### config.mk
export PLATFORM = sky130hd
export DESIGN_NAME = button_click_longpress_detector_flat
export DESIGN_NICKNAME = d
export VERILOG_FILES = /design/src/rtl/bclp_pkg.sv /design/src/rtl/bclp_ifs.sv /design/src/rtl/button_click_longpress_detector.sv /design/src/rtl/bclp_lane.sv /design/src/rtl/bclp_merge.sv /design/src/flat_wrapper.sv
export VERILOG_INCLUDE_DIRS = /design/src /design/src/rtl
export SDC_FILE = /design/constraint.sdc
export NUM_CORES = 2
export LEC_CHECK = 0
export BUFFER_PORTS_ARGS = -buffer_cell sky130_fd_sc_hd__buf_4
export CAP_MARGIN = 20
export CORE_MARGIN = 2
export CORE_UTILIZATION = 67
export CTS_BUF_LIST = sky130_fd_sc_hd__clkbuf_4
export DETAILED_ROUTE_END_ITERATION = 6
export GPL_ROUTABILITY_DRIVEN = 0
export PLACE_DENSITY = 0.84
export SETUP_SLACK_MARGIN = 0.05
export SYNTH_ARGS = -nofsm -noshare
export SYNTH_HDL_FRONTEND = slang
export SYNTH_HIERARCHICAL = 1
export SYNTH_SLANG_ARGS = --single-unit
### constraint.sdc
create_clock -name clk -period 10.7 [get_ports clk]
set_input_delay 1.07 -clock clk [delete_from_list [all_inputs] [get_ports clk]]
set_output_delay 1.07 -clock clk [all_outputs]
set_load 0.005 [all_outputs]
### src/rtl/assert_macros.svh
// concurrent assertion helpers, clocked on clk, quiet while rst_n is low
`ifndef ASSERT_MACROS_SVH
`define ASSERT_MACROS_SVH

`ifndef SYNTHESIS
`define ASSERT_CLK(lbl, prop, msg) \
  lbl: assert property (@(posedge clk) disable iff (!rst_n) (prop)) else $error(msg);
`define ASSERT_NEXT(lbl, pre, post, msg) \
  lbl: assert property (@(posedge clk) disable iff (!rst_n) (pre) |=> (post)) else $error(msg);
`else
`define ASSERT_CLK(lbl, prop, msg)
`define ASSERT_NEXT(lbl, pre, post, msg)
`endif

`endif

### src/rtl/bclp_pkg.sv
package bclp_pkg;

  localparam int LANES    = 5;
  localparam int KEY_W    = 5;
  localparam int STATUS_W = 3;
  localparam int CFG_W    = 16;
  localparam int CFG_IDX_W = 3;

  // register indexes
  localparam logic [CFG_IDX_W-1:0] CFG_DEBOUNCE = 3'd0;
  localparam logic [CFG_IDX_W-1:0] CFG_MULTI    = 3'd1;
  localparam logic [CFG_IDX_W-1:0] CFG_LONG0    = 3'd2;
  localparam logic [CFG_IDX_W-1:0] CFG_MASK     = 3'd7;

  // reset values
  localparam logic [CFG_W-1:0] DEBOUNCE_RST = 16'd20;
  localparam logic [CFG_W-1:0] MULTI_RST    = 16'd100;
  localparam logic [CFG_W-1:0] LONG_RST [LANES] = '{16'd2000, 16'd1500, 16'd3000,
                                                    16'd1500, 16'd1500};
  localparam logic [KEY_W-1:0] MASK_RST     = 5'd30;

  // status codes
  localparam logic [STATUS_W-1:0] ST_IDLE       = 3'd0;
  localparam logic [STATUS_W-1:0] ST_SINGLE_REL = 3'd1;
  localparam logic [STATUS_W-1:0] ST_DOUBLE_REL = 3'd2;
  localparam logic [STATUS_W-1:0] ST_SINGLE_PRS = 3'd3;
  localparam logic [STATUS_W-1:0] ST_DOUBLE_PRS = 3'd4;
  localparam logic [STATUS_W-1:0] ST_LONG       = 3'd5;

  // debounced level transitions, {after, before}
  localparam logic [1:0] TR_RELEASED = 2'b00;
  localparam logic [1:0] TR_RELEASE  = 2'b01;
  localparam logic [1:0] TR_PRESS    = 2'b10;
  localparam logic [1:0] TR_HELD     = 2'b11;

  typedef struct packed {
    logic [CFG_W-1:0] debounce_ticks;
    logic [CFG_W-1:0] multi_click_ticks;
  } bclp_cfg_t;

  typedef logic [LANES-1:0][STATUS_W-1:0] bclp_status_t;

endpackage

### src/rtl/bclp_ifs.sv
interface bclp_in_if import bclp_pkg::*; ();
  logic             valid;
  logic             ready;
  logic [KEY_W-1:0] key_levels;

  modport source(output valid, output key_levels, input ready);
  modport sink(input valid, input key_levels, output ready);
endinterface

interface bclp_out_if import bclp_pkg::*; ();
  logic                valid;
  logic                ready;
  logic [STATUS_W-1:0] key0_status;
  logic [STATUS_W-1:0] key1_status;
  logic [STATUS_W-1:0] key2_status;
  logic [STATUS_W-1:0] key3_status;
  logic [STATUS_W-1:0] key4_status;

  modport source(output valid, output key0_status, output key1_status,
                 output key2_status, output key3_status, output key4_status,
                 input ready);
  modport sink(input valid, input key0_status, input key1_status,
               input key2_status, input key3_status, input key4_status,
               output ready);
endinterface

### src/rtl/button_click_longpress_detector.sv
// channel   dir  payload                          handshake
// in_ch     in   key_levels[4:0]                   valid / ready
// out_ch    out  key0_status .. key4_status [2:0]  valid / ready
// cfg       in   cfg_idx[2:0], cfg_wdata[15:0]     cfg_we, no wait
//
// one tick per cycle while in_ch.ready is high; each status item is registered
// each key has its own lane that updates debounce and click state on each tick
// a two-entry output buffer keeps in_ch.ready high while one result is stalled
// rst_n is synchronous; restores register defaults, clears key state but not
// start times; no clearing pass after reset, ticks are taken on the next cycle
module button_click_longpress_detector import bclp_pkg::*; #(
  parameter int KEYS       = 5,
  parameter int TIME_WIDTH = 32
) (
  input  logic                 clk,
  input  logic                 rst_n,
  bclp_in_if.sink              in_ch,
  bclp_out_if.source           out_ch,
  input  logic                 cfg_we,
  input  logic [CFG_IDX_W-1:0] cfg_idx,
  input  logic [CFG_W-1:0]     cfg_wdata
);

  bclp_cfg_t             cfg_r;
  logic [CFG_W-1:0]      long_r [LANES];
  logic [KEY_W-1:0]      mask_r;
  logic [TIME_WIDTH-1:0] tick_r;
  logic                  step;
  logic                  ready;
  bclp_status_t          lane_status;

  assign in_ch.ready = ready;
  assign step        = in_ch.valid && ready;

  // configuration
  always_ff @(posedge clk) begin
    if (!rst_n) begin
      cfg_r.debounce_ticks    <= DEBOUNCE_RST;
      cfg_r.multi_click_ticks <= MULTI_RST;
      mask_r                  <= MASK_RST;
      for (int k = 0; k < LANES; k++) begin
        long_r[k] <= LONG_RST[k];
      end
    end else if (cfg_we) begin
      if (cfg_idx == CFG_DEBOUNCE) cfg_r.debounce_ticks <= cfg_wdata;
      if (cfg_idx == CFG_MULTI) cfg_r.multi_click_ticks <= cfg_wdata;
      if (cfg_idx == CFG_MASK) mask_r <= cfg_wdata[KEY_W-1:0];
      for (int k = 0; k < LANES; k++) begin
        if (cfg_idx == CFG_IDX_W'(int'(CFG_LONG0) + k)) long_r[k] <= cfg_wdata;
      end
    end
  end

  // holds the time of the next tick
  always_ff @(posedge clk) begin
    if (!rst_n) begin
      tick_r <= TIME_WIDTH'(1);
    end else if (step) begin
      tick_r <= tick_r + TIME_WIDTH'(1);
    end
  end

  for (genvar k = 0; k < LANES; k++) begin : g_lane
    if (k < KEYS) begin : g_on
      bclp_lane #(
        .TIME_WIDTH(TIME_WIDTH)
      ) u_lane (
        .clk        (clk),
        .rst_n      (rst_n),
        .step       (step),
        .raw        (in_ch.key_levels[k] ^ mask_r[k]),
        .now        (tick_r),
        .cfg        (cfg_r),
        .long_ticks (long_r[k]),
        .status_nxt (lane_status[k])
      );
    end else begin : g_off
      assign lane_status[k] = ST_IDLE;
    end
  end

  bclp_merge u_merge (
    .clk    (clk),
    .rst_n  (rst_n),
    .push   (step),
    .din    (lane_status),
    .ready  (ready),
    .out_ch (out_ch)
  );

endmodule

### src/rtl/bclp_lane.sv
`include "assert_macros.svh"

module bclp_lane import bclp_pkg::*; #(
  parameter int TIME_WIDTH = 32
) (
  input  logic                  clk,
  input  logic                  rst_n,
  input  logic                  step,
  input  logic                  raw,
  input  logic [TIME_WIDTH-1:0] now,
  input  bclp_cfg_t             cfg,
  input  logic [CFG_W-1:0]      long_ticks,
  output logic [STATUS_W-1:0]   status_nxt
);

  logic                  lvl_r, lvl_nxt;
  logic                  run_r, run_nxt;
  logic [TIME_WIDTH-1:0] deb_start_r, deb_start_nxt;
  logic [TIME_WIDTH-1:0] prs_start_r, prs_start_nxt;
  logic [TIME_WIDTH-1:0] rel_start_r, rel_start_nxt;
  logic [1:0]            prs_cnt_r, prs_cnt_nxt;
  logic [1:0]            rel_cnt_r, rel_cnt_nxt;
  logic [STATUS_W-1:0]   status_r;

  logic [TIME_WIDTH-1:0] deb_el, prs_el, rel_el;
  logic                  deb_exp, prs_win, rel_win, prs_long;

  assign deb_el   = now - deb_start_r;
  assign prs_el   = now - prs_start_r;
  assign rel_el   = now - rel_start_r;
  assign deb_exp  = deb_el > TIME_WIDTH'(cfg.debounce_ticks);
  assign prs_win  = prs_el >= TIME_WIDTH'(cfg.multi_click_ticks);
  assign rel_win  = rel_el >= TIME_WIDTH'(cfg.multi_click_ticks);
  assign prs_long = prs_el >= TIME_WIDTH'(long_ticks);

  always_comb begin
    lvl_nxt       = lvl_r;
    run_nxt       = run_r;
    deb_start_nxt = deb_start_r;
    prs_start_nxt = prs_start_r;
    rel_start_nxt = rel_start_r;
    prs_cnt_nxt   = prs_cnt_r;
    rel_cnt_nxt   = rel_cnt_r;
    status_nxt    = status_r;

    // debounce
    if (raw != lvl_r) begin
      if (!run_r) begin
        run_nxt       = 1'b1;
        deb_start_nxt = now;
      end else if (deb_exp) begin
        lvl_nxt = raw;
        run_nxt = 1'b0;
      end
    end else begin
      run_nxt = 1'b0;
    end

    unique case ({lvl_nxt, lvl_r})
      TR_RELEASED: begin
        status_nxt = ST_IDLE;
        if (prs_cnt_r != 2'd0 && prs_win) begin
          status_nxt  = {1'b0, prs_cnt_r} + ST_DOUBLE_REL;
          prs_cnt_nxt = 2'd0;
        end
        // release wins
        if (rel_cnt_r != 2'd0 && rel_win) begin
          status_nxt  = {1'b0, rel_cnt_r};
          rel_cnt_nxt = 2'd0;
        end
      end
      TR_RELEASE: begin
        if (rel_cnt_r == 2'd0) rel_start_nxt = now;
        rel_cnt_nxt = (rel_cnt_r == 2'd2) ? 2'd0 : rel_cnt_r + 2'd1;
      end
      TR_PRESS: begin
        if (prs_cnt_r == 2'd0) prs_start_nxt = now;
        prs_cnt_nxt = (prs_cnt_r == 2'd2) ? 2'd0 : prs_cnt_r + 2'd1;
      end
      TR_HELD: begin
        if (prs_cnt_r != 2'd0 && prs_long) begin
          status_nxt  = ST_LONG;
          prs_cnt_nxt = 2'd0;
          rel_cnt_nxt = 2'd2;
        end
      end
      default: begin
        status_nxt = status_r;
      end
    endcase
  end

  always_ff @(posedge clk) begin
    if (!rst_n) begin
      lvl_r     <= 1'b0;
      run_r     <= 1'b0;
      prs_cnt_r <= 2'd0;
      rel_cnt_r <= 2'd0;
      status_r  <= ST_IDLE;
    end else if (step) begin
      lvl_r     <= lvl_nxt;
      run_r     <= run_nxt;
      prs_cnt_r <= prs_cnt_nxt;
      rel_cnt_r <= rel_cnt_nxt;
      status_r  <= status_nxt;
    end
  end

  always_ff @(posedge clk) begin
    if (step) begin
      deb_start_r <= deb_start_nxt;
      prs_start_r <= prs_start_nxt;
      rel_start_r <= rel_start_nxt;
    end
  end

  `ASSERT_CLK(a_cnt_mod3, prs_cnt_r != 2'd3 && rel_cnt_r != 2'd3, "click counter out of range")
  `ASSERT_CLK(a_status_code, status_r <= ST_LONG, "bad key status code")
  `ASSERT_NEXT(a_run_clear, step && (lvl_nxt != lvl_r), !run_r, "debounce timer left running")

endmodule

### src/rtl/bclp_merge.sv
`include "assert_macros.svh"

module bclp_merge import bclp_pkg::*; (
  input  logic          clk,
  input  logic          rst_n,
  input  logic          push,
  input  bclp_status_t  din,
  output logic          ready,
  bclp_out_if.source    out_ch
);

  logic         main_vld_r, main_vld_nxt;
  logic         skid_vld_r, skid_vld_nxt;
  bclp_status_t main_r, main_nxt;
  bclp_status_t skid_r, skid_nxt;
  logic         pop;

  assign pop   = main_vld_r && out_ch.ready;
  assign ready = !skid_vld_r;

  always_comb begin
    main_vld_nxt = main_vld_r;
    skid_vld_nxt = skid_vld_r;
    main_nxt     = main_r;
    skid_nxt     = skid_r;
    if (!main_vld_r || pop) begin
      if (skid_vld_r) begin
        main_vld_nxt = 1'b1;
        main_nxt     = skid_r;
        skid_vld_nxt = push;
        skid_nxt     = din;
      end else begin
        main_vld_nxt = push;
        main_nxt     = din;
      end
    end else if (push) begin
      skid_vld_nxt = 1'b1;
      skid_nxt     = din;
    end
  end

  always_ff @(posedge clk) begin
    if (!rst_n) begin
      main_vld_r <= 1'b0;
      skid_vld_r <= 1'b0;
    end else begin
      main_vld_r <= main_vld_nxt;
      skid_vld_r <= skid_vld_nxt;
    end
  end

  always_ff @(posedge clk) begin
    main_r <= main_nxt;
    skid_r <= skid_nxt;
  end

  assign out_ch.valid       = main_vld_r;
  assign out_ch.key0_status = main_r[0];
  assign out_ch.key1_status = main_r[1];
  assign out_ch.key2_status = main_r[2];
  assign out_ch.key3_status = main_r[3];
  assign out_ch.key4_status = main_r[4];

  `ASSERT_CLK(a_skid_order, !skid_vld_r || main_vld_r, "skid full while output empty")
  `ASSERT_NEXT(a_fill, push && !main_vld_r, main_vld_r, "request lost on empty output")
  `ASSERT_NEXT(a_no_drop, push && main_vld_r && !out_ch.ready, skid_vld_r,
               "request lost while output stalled")

endmodule

### src/flat_wrapper.sv
// flat-port wrapper written by rule: the top's interface ports become plain ports
module button_click_longpress_detector_flat import bclp_pkg::*;
#(
  parameter int KEYS       = 5,
  parameter int TIME_WIDTH = 32
)
  (clk, rst_n, cfg_we, cfg_idx, cfg_wdata, in_ch_valid, in_ch_key_levels, in_ch_ready, out_ch_valid, out_ch_key0_status, out_ch_key1_status, out_ch_key2_status, out_ch_key3_status, out_ch_key4_status, out_ch_ready);
  bclp_in_if in_ch_i ();
  bclp_out_if out_ch_i ();
  input  logic clk;
  input  logic rst_n;
  input  logic cfg_we;
  input  logic [CFG_IDX_W-1:0] cfg_idx;
  input  logic [CFG_W-1:0] cfg_wdata;
  input wire logic [$bits(in_ch_i.valid)-1:0] in_ch_valid;
  input wire logic [$bits(in_ch_i.key_levels)-1:0] in_ch_key_levels;
  output wire logic [$bits(in_ch_i.ready)-1:0] in_ch_ready;
  output wire logic [$bits(out_ch_i.valid)-1:0] out_ch_valid;
  output wire logic [$bits(out_ch_i.key0_status)-1:0] out_ch_key0_status;
  output wire logic [$bits(out_ch_i.key1_status)-1:0] out_ch_key1_status;
  output wire logic [$bits(out_ch_i.key2_status)-1:0] out_ch_key2_status;
  output wire logic [$bits(out_ch_i.key3_status)-1:0] out_ch_key3_status;
  output wire logic [$bits(out_ch_i.key4_status)-1:0] out_ch_key4_status;
  input wire logic [$bits(out_ch_i.ready)-1:0] out_ch_ready;
  assign in_ch_i.valid = in_ch_valid;
  assign in_ch_i.key_levels = in_ch_key_levels;
  assign in_ch_ready = in_ch_i.ready;
  assign out_ch_valid = out_ch_i.valid;
  assign out_ch_key0_status = out_ch_i.key0_status;
  assign out_ch_key1_status = out_ch_i.key1_status;
  assign out_ch_key2_status = out_ch_i.key2_status;
  assign out_ch_key3_status = out_ch_i.key3_status;
  assign out_ch_key4_status = out_ch_i.key4_status;
  assign out_ch_i.ready = out_ch_ready;
  button_click_longpress_detector #(.KEYS(KEYS), .TIME_WIDTH(TIME_WIDTH)) u_core (.clk(clk), .rst_n(rst_n), .in_ch(in_ch_i), .out_ch(out_ch_i), .cfg_we(cfg_we), .cfg_idx(cfg_idx), .cfg_wdata(cfg_wdata));
endmodule
Word-level counts from Yosys, hierarchy flattened. Memory sizes are Yosys's and may differ from the RTL's. Cells that the tools add are included. W data, S select, Z words.

Shifts and indexed selects: 0. Bitwise gates (word level): 15. Div/mod/pow operators: 0. Equality and inequality tests: 53. Magnitude comparators: 20. $mul: 0. Reduce and logical (&&, ||, !) cells: 86. $add $sub $neg: 31. Multiplexer cells: 124.

Operator list (count): $ge A32 B16 Y1 (15); $sub A32 B32 Y32 (15); $gt A32 B16 Y1 (5); $mux W16 (5); $mux W15 (4); $mux W2 (30); $pmux W2 S3 (10); $mux W1 (55); $mux W3 (15); $reduce_and A3 Y1 (15); $eq A2 B2 Y1 const B (20); $reduce_and A4 Y1 (10); $add A32 B1 Y32 const B (1); $ne A2 B2 Y1 const B (16); $logic_not A2 Y1 (15); $pmux W3 S2 (5); $reduce_bool A3 Y1 (10); $reduce_bool A2 Y1 (11); $add A2 B1 Y2 const B (10); $logic_and A1 B1 Y1 (17); $add A2 B2 Y3 const B (5); $eq A3 B3 Y1 const B (4); $eq A2 B1 Y1 const B (5); $reduce_and A2 Y1 (4); other kinds (9) (27).

Output and inout port bits: 17. Bits in latches: 0. Memories kept: 1. Bits of input ports: 29. Word-level logic and storage cells: 386. ROM bits: 0. RAM bits: 80. Flip-flop bits (word level): 626.

Memories: u_core.long_r (words 5, bits a word 16, read ports 5, clocked after Yosys merged registers in 0, write ports 5, RTL line button_click_longpress_detector.sv:25) `logic [CFG_W-1:0] long_r [LANES];`.

Logic depth before layout (Yosys ltp).
Depth after elaboration: 9. Depth in mapped cells: 31. Depth with buffers taken out: 31.

Cells and area by module. Netlist, hierarchy kept.

By module, submodules not included: bclp_lane (u_core.g_lane[2].g_on.u_lane ...) (instances 3, area an instance 11193.2 um2, seq. area each 3062.9 um2, cells each 1323); bclp_lane (u_core.g_lane[0].g_on.u_lane) (instances 1, area an instance 11333.4 um2, seq. area each 3062.9 um2, cells each 1344); bclp_lane (u_core.g_lane[1].g_on.u_lane) (instances 1, area an instance 11195.7 um2, seq. area each 3062.9 um2, cells each 1292); button_click_longpress_detector (instances 1, area an instance 5475.3 um2, seq. area each 3783.6 um2, cells each 464); bclp_merge (instances 1, area an instance 1211.2 um2, seq. area each 940.9 um2, cells each 57).

Worst setup path before layout. Ideal clock, no wire load.

Kind: register -> register. From: register u_core.tick_r[1]. To: register u_core.g_lane[1].g_on.u_lane.rel_start_r[0] (enable). Path slack: 1.432 ns. Required time: 10.187 ns. Buffers on the path: 0. Cell stages (with the launch flop): 25. Period minus slack after synthesis: 9.268 ns. Data arrival time: 8.755 ns. Setup time: 0.513 ns. Cells stage by stage: dfxtp_1 > inv_1 > fa_1 > nor2b_1 > o31a_1 > o21ai_0 > nand2b_1 > a21o_1 > a21oi_1 > o21bai_1 > a21oi_1 > xnor2_1 > ha_1 > o21ai_0 > o21bai_1 > a21oi_1 > o21ai_0 > o21ai_0 > o2111ai_1 > a2111oi_2 > nand4_1 > o41ai_4 > mux2i_1 > ha_1 > nor4b_1.

Cells in the longest elaborated chain, start to end: 7.

RTL lines: start: declaration (RTL line button_click_longpress_detector.sv:27) `logic [TIME_WIDTH-1:0] tick_r;`; start signal: assignment (RTL line button_click_longpress_detector.sv:59) `tick_r <= tick_r + TIME_WIDTH'(1);`; $sub A32 B32 Y32 (RTL line bclp_lane.sv:28) `assign deb_el = now - deb_start_r;`; $gt A32 B16 Y1 (RTL line bclp_lane.sv:31) `assign deb_exp = deb_el > TIME_WIDTH'(cfg.debounce_ticks);`; $mux W1 (RTL line bclp_lane.sv:51) `end else if (deb_exp) begin`; $mux W1 (RTL line bclp_lane.sv:48) `if (!run_r) begin`; $mux W1 (RTL line bclp_lane.sv:47) `if (raw != lvl_r) begin`; $eq A2 B1 Y1 (RTL line bclp_lane.sv:59) `unique case ({lvl_nxt, lvl_r})`; $reduce_and A3 Y1 (no source line); end signal: assignment (RTL line bclp_lane.sv:113) `rel_start_r <= rel_start_nxt;`; end: declaration (RTL line bclp_lane.sv:20) `logic [TIME_WIDTH-1:0] rel_start_r, rel_start_nxt;`.

Every way passes these cells. A chain may end at the register's enable or synchronous reset.

==> out/results.tsv <==
metric	value	unit
synthDominantCellAreaShare	0.282	
cp_slowest_cell	dfxtp_2	
cts_tree	yes	
use_met1	0.490	
critPathMaxFanout	28	
avgSynthCellArea	8.81	sq um
startpoint_type	flop	
start_util	0.675	
grt_use_met3	0.0983	
cts_buffers	192	
path_common_cell	a21oi_1	
drt_iter0_markers	6738	
hold_end	u_core/mask_r[4]$_SDFFE_PN1P_	
cp.arrival	8.62	ns
p_seq_frac	0.465	
async_flop_share	0	
top_usage_layer	met2	
first_global_vias	54600	
hold_depth	3	
layout-drive-gt1-share	0.0809	
crit_start	u_core/tick_r[1]$_SDFFE_PN0P_	
totalWireLength	190	mm
r2r_slack	3.01	ns
setup_viol	0	
dieArea	96200	sq um
synth_area_leaders	edfxtp_1, ha_1, inv_1	
ir_drop	0.0000991	V
grt_max_degree	63	
die_h	310	microns
synth_edf_count	590	
clock_skew	0.0904	ns
p_leak	30.1	nW
syn_area	62800	sq um
synthDistinctLibCells	127	
place.port_buffers	45	
clk_pin_slew_worst_paths	0.08	ns
clock-root-buffer	clkbuf_4	
antenna_found_initial	13	
cts.sinks	706	
switchingPower	1.99	mW
drc_errors	1	
slew_headroom	0.252	
clock_path_buffers	3	
reg2reg_from	u_core/tick_r[1]$_SDFFE_PN0P_	
hold_path_class	in2reg	
violations	DRC	
num_rows	112	
comb_power_share	0.169	
min-delay-start	cfg_wdata[4]	
cp.required	11.63	ns
maxSlewViolCount	0	
r2r_cells	31	
p_per_area	100	nW/um^2
cts_resized	0	
fin_nets	8104	
fin_crit_sh	0.718	
max_cap_violations	0	
fin_crit	7.69	ns
hpwl	136	mm
p_clk_frac	0.365	
vias_per_cell	6.71	
status	finished with violations	
tns	0	ns
first_pass_iters	7	
synthCells	7126	
syn2layout_area_growth	6.64	%
synth_seq_cells	706	
layout.cells.non_filler	8663	
tightest_slew	1.12	ns
die-width	310	microns
overflow	0	
nFillCells	7038	
hold_viol_final	0	
ys_seq_area_frac	0.319	
cp-end-kind	flop	
h-tree-depth	4	
synth.most_common_cell	inv_1	
synth_top_cells_by_count	inv_1, ha_1, a21oi_1	
wl_per_cell	21.9	microns
met2_usage	0.586	
ant_nets	0	
synth_flop_cell	edfxtp_1	
reg2reg_to	u_core/u_merge/out_ch.key1_status[2]$_DFFE_PP_	
netlist.top_cell.by_area	edfxtp_1	
cts_setup_buffers	0	
fmax	0.130	GHz
internal_power	4.74	mW
via_count	58100	
core	93000	sq um
grt_use_total	0.387	
clk_latency	1.12	ns
dpl.cell_count	8305	
io_pins	46	
synth.yosys.warnings	6	
crit_type	reg2reg	
p_sw_frac	0.296	
syn-num-nets	7985	
fin_util	0.720	
cts_hold_buf	0	
grt_pass1_wl	292	mm
critPathMaxStageDelay	0.69	ns
rsz0062_at_grt	no	
==> worst max-delay path, delay by kind of cell, from the launching register on <==
kind	cells	cell delay, ns
AND/OR/NAND/NOR	5	1.00
buffers and inverters	3	0.69
multiplexers	2	0.62
adder cells (fa/ha/maj)	3	1.12
AO/OA/AOI/OAI	17	3.13
flip-flops	1	0.69
XOR/XNOR	1	0.21
==> state kept, by name, summed over array words and instances, names as in the netlist, 5 cells and up <==
register	flops
u_core/g_lane.g_on.u_lane/prs_start_r	160
u_core/cfg_r	32
u_core/g_lane.g_on.u_lane/rel_start_r	160
u_core/mask_r	5
u_core/tick_r	32
u_core/g_lane.g_on.u_lane/run_r	5
u_core/g_lane.g_on.u_lane/lvl_r	5
u_core/g_lane.g_on.u_lane/status_r	15
u_core/long_r	80
u_core/g_lane.g_on.u_lane/deb_start_r	160
u_core/g_lane.g_on.u_lane/prs_cnt_r	10
u_core/u_merge/skid_r	15
u_core/g_lane.g_on.u_lane/rel_cnt_r	10
==> metal layers <==
layer / up-vias / wire, microns
met1: 27200 / 72700
met3: 796 / 23200
met5: - / 82
li1: 26700 / -
met2: 3456 / 80100
met4: 16 / 13600
==> final cells by class <==
class | count | area, sq um | share of cell area
clock buffers | 260 | 1950 | 0.0291
repair buffers | 112 | 841 | 0.0126
multi-input cells | 5403 | 38900 | 0.581
inverters | 830 | 3120 | 0.0465
flip-flops and latches | 706 | 20100 | 0.300
well taps | 1254 | 1570 | 0.0234
diodes | 7 | 17.5 | 0.000262
clock inverters | 91 | 495 | 0.00740
==> logic make-up (layout without fill, tap and decap cells) <==
family / count (synthesis) / in the layout / synth area share
adder cells (fa/ha/maj): 830 / 830 / 0.167
AND/OR/NAND/NOR: 2087 / 2087 / 0.171
AO/OA/AOI/OAI: 2081 / 2081 / 0.222
multiplexers: 80 / 80 / 0.0136
buffers and inverters: 1017 / 1293 / 0.0627
other: 0 / 7 / 0
flip-flops: 706 / 706 / 0.319
XOR/XNOR: 325 / 325 / 0.0453
==> worst max path at each step <==
stage | end | slack (ns)
2_1_floorplan | u_core/g_lane[1].g_on.u_lane/rel_start_r[0]$_DFFE_PP_ | 1.43
3_3_place_gp | u_core/u_merge/out_ch.key1_status[2]$_DFFE_PP_ | 3.62
3_5_place_dp | u_core/u_merge/out_ch.key1_status[2]$_DFFE_PP_ | 3.31
4_1_cts | u_core/u_merge/out_ch.key1_status[2]$_DFFE_PP_ | 3.20
5_1_grt | u_core/u_merge/out_ch.key1_status[2]$_DFFE_PP_ | 2.63
6_report | u_core/u_merge/out_ch.key1_status[2]$_DFFE_PP_ | 3.01
==> placed cells by master (no fill, tap or decap), types with 146 or more instances in the layout <==
cell type  synthesis  final
nand2_1          582    582
nand3_1          187    187
clkbuf_4           0    260
edfxtp_1         590    590
a21oi_1          614    614
xnor2_1          187    187
o21ai_0          335    329
ha_1             815    815
nand4_1          146    146
inv_1            828    827
nor2_1           380    380
a21o_1           205    205
==> power by group through the flow <==
stage / combinational, mW / clock, mW / sequential (mW)
3_5_place_dp: 1.09 / 0 / 3.19
2_1_floorplan: 0.795 / 0 / 3.18
4_1_cts: 1.11 / 2.49 / 3.13
3_3_place_gp: 1.04 / 0 / 3.18
6_report: 1.14 / 2.46 / 3.13
5_1_grt: 1.25 / 2.62 / 3.14
==> per-stage QoR <==
| stage | instance area, sq um | hold slack, ns | setup WS, ns | total power, mW |
|---|---|---|---|---|
| after floorplan | 62800 | 0.456 | 1.43 | 3.97 |
| after global placement | 64500 | 0.477 | 3.62 | 4.22 |
| after detailed placement | 64500 | 0.485 | 3.31 | 4.28 |
| after CTS | 66900 | 0.121 | 3.20 | 6.73 |
| after global routing | 67000 | 0.208 | 2.63 | 7.01 |
| final | 67000 | 0.213 | 3.01 | 6.73 |
Power figures use the tool's default switching activity.
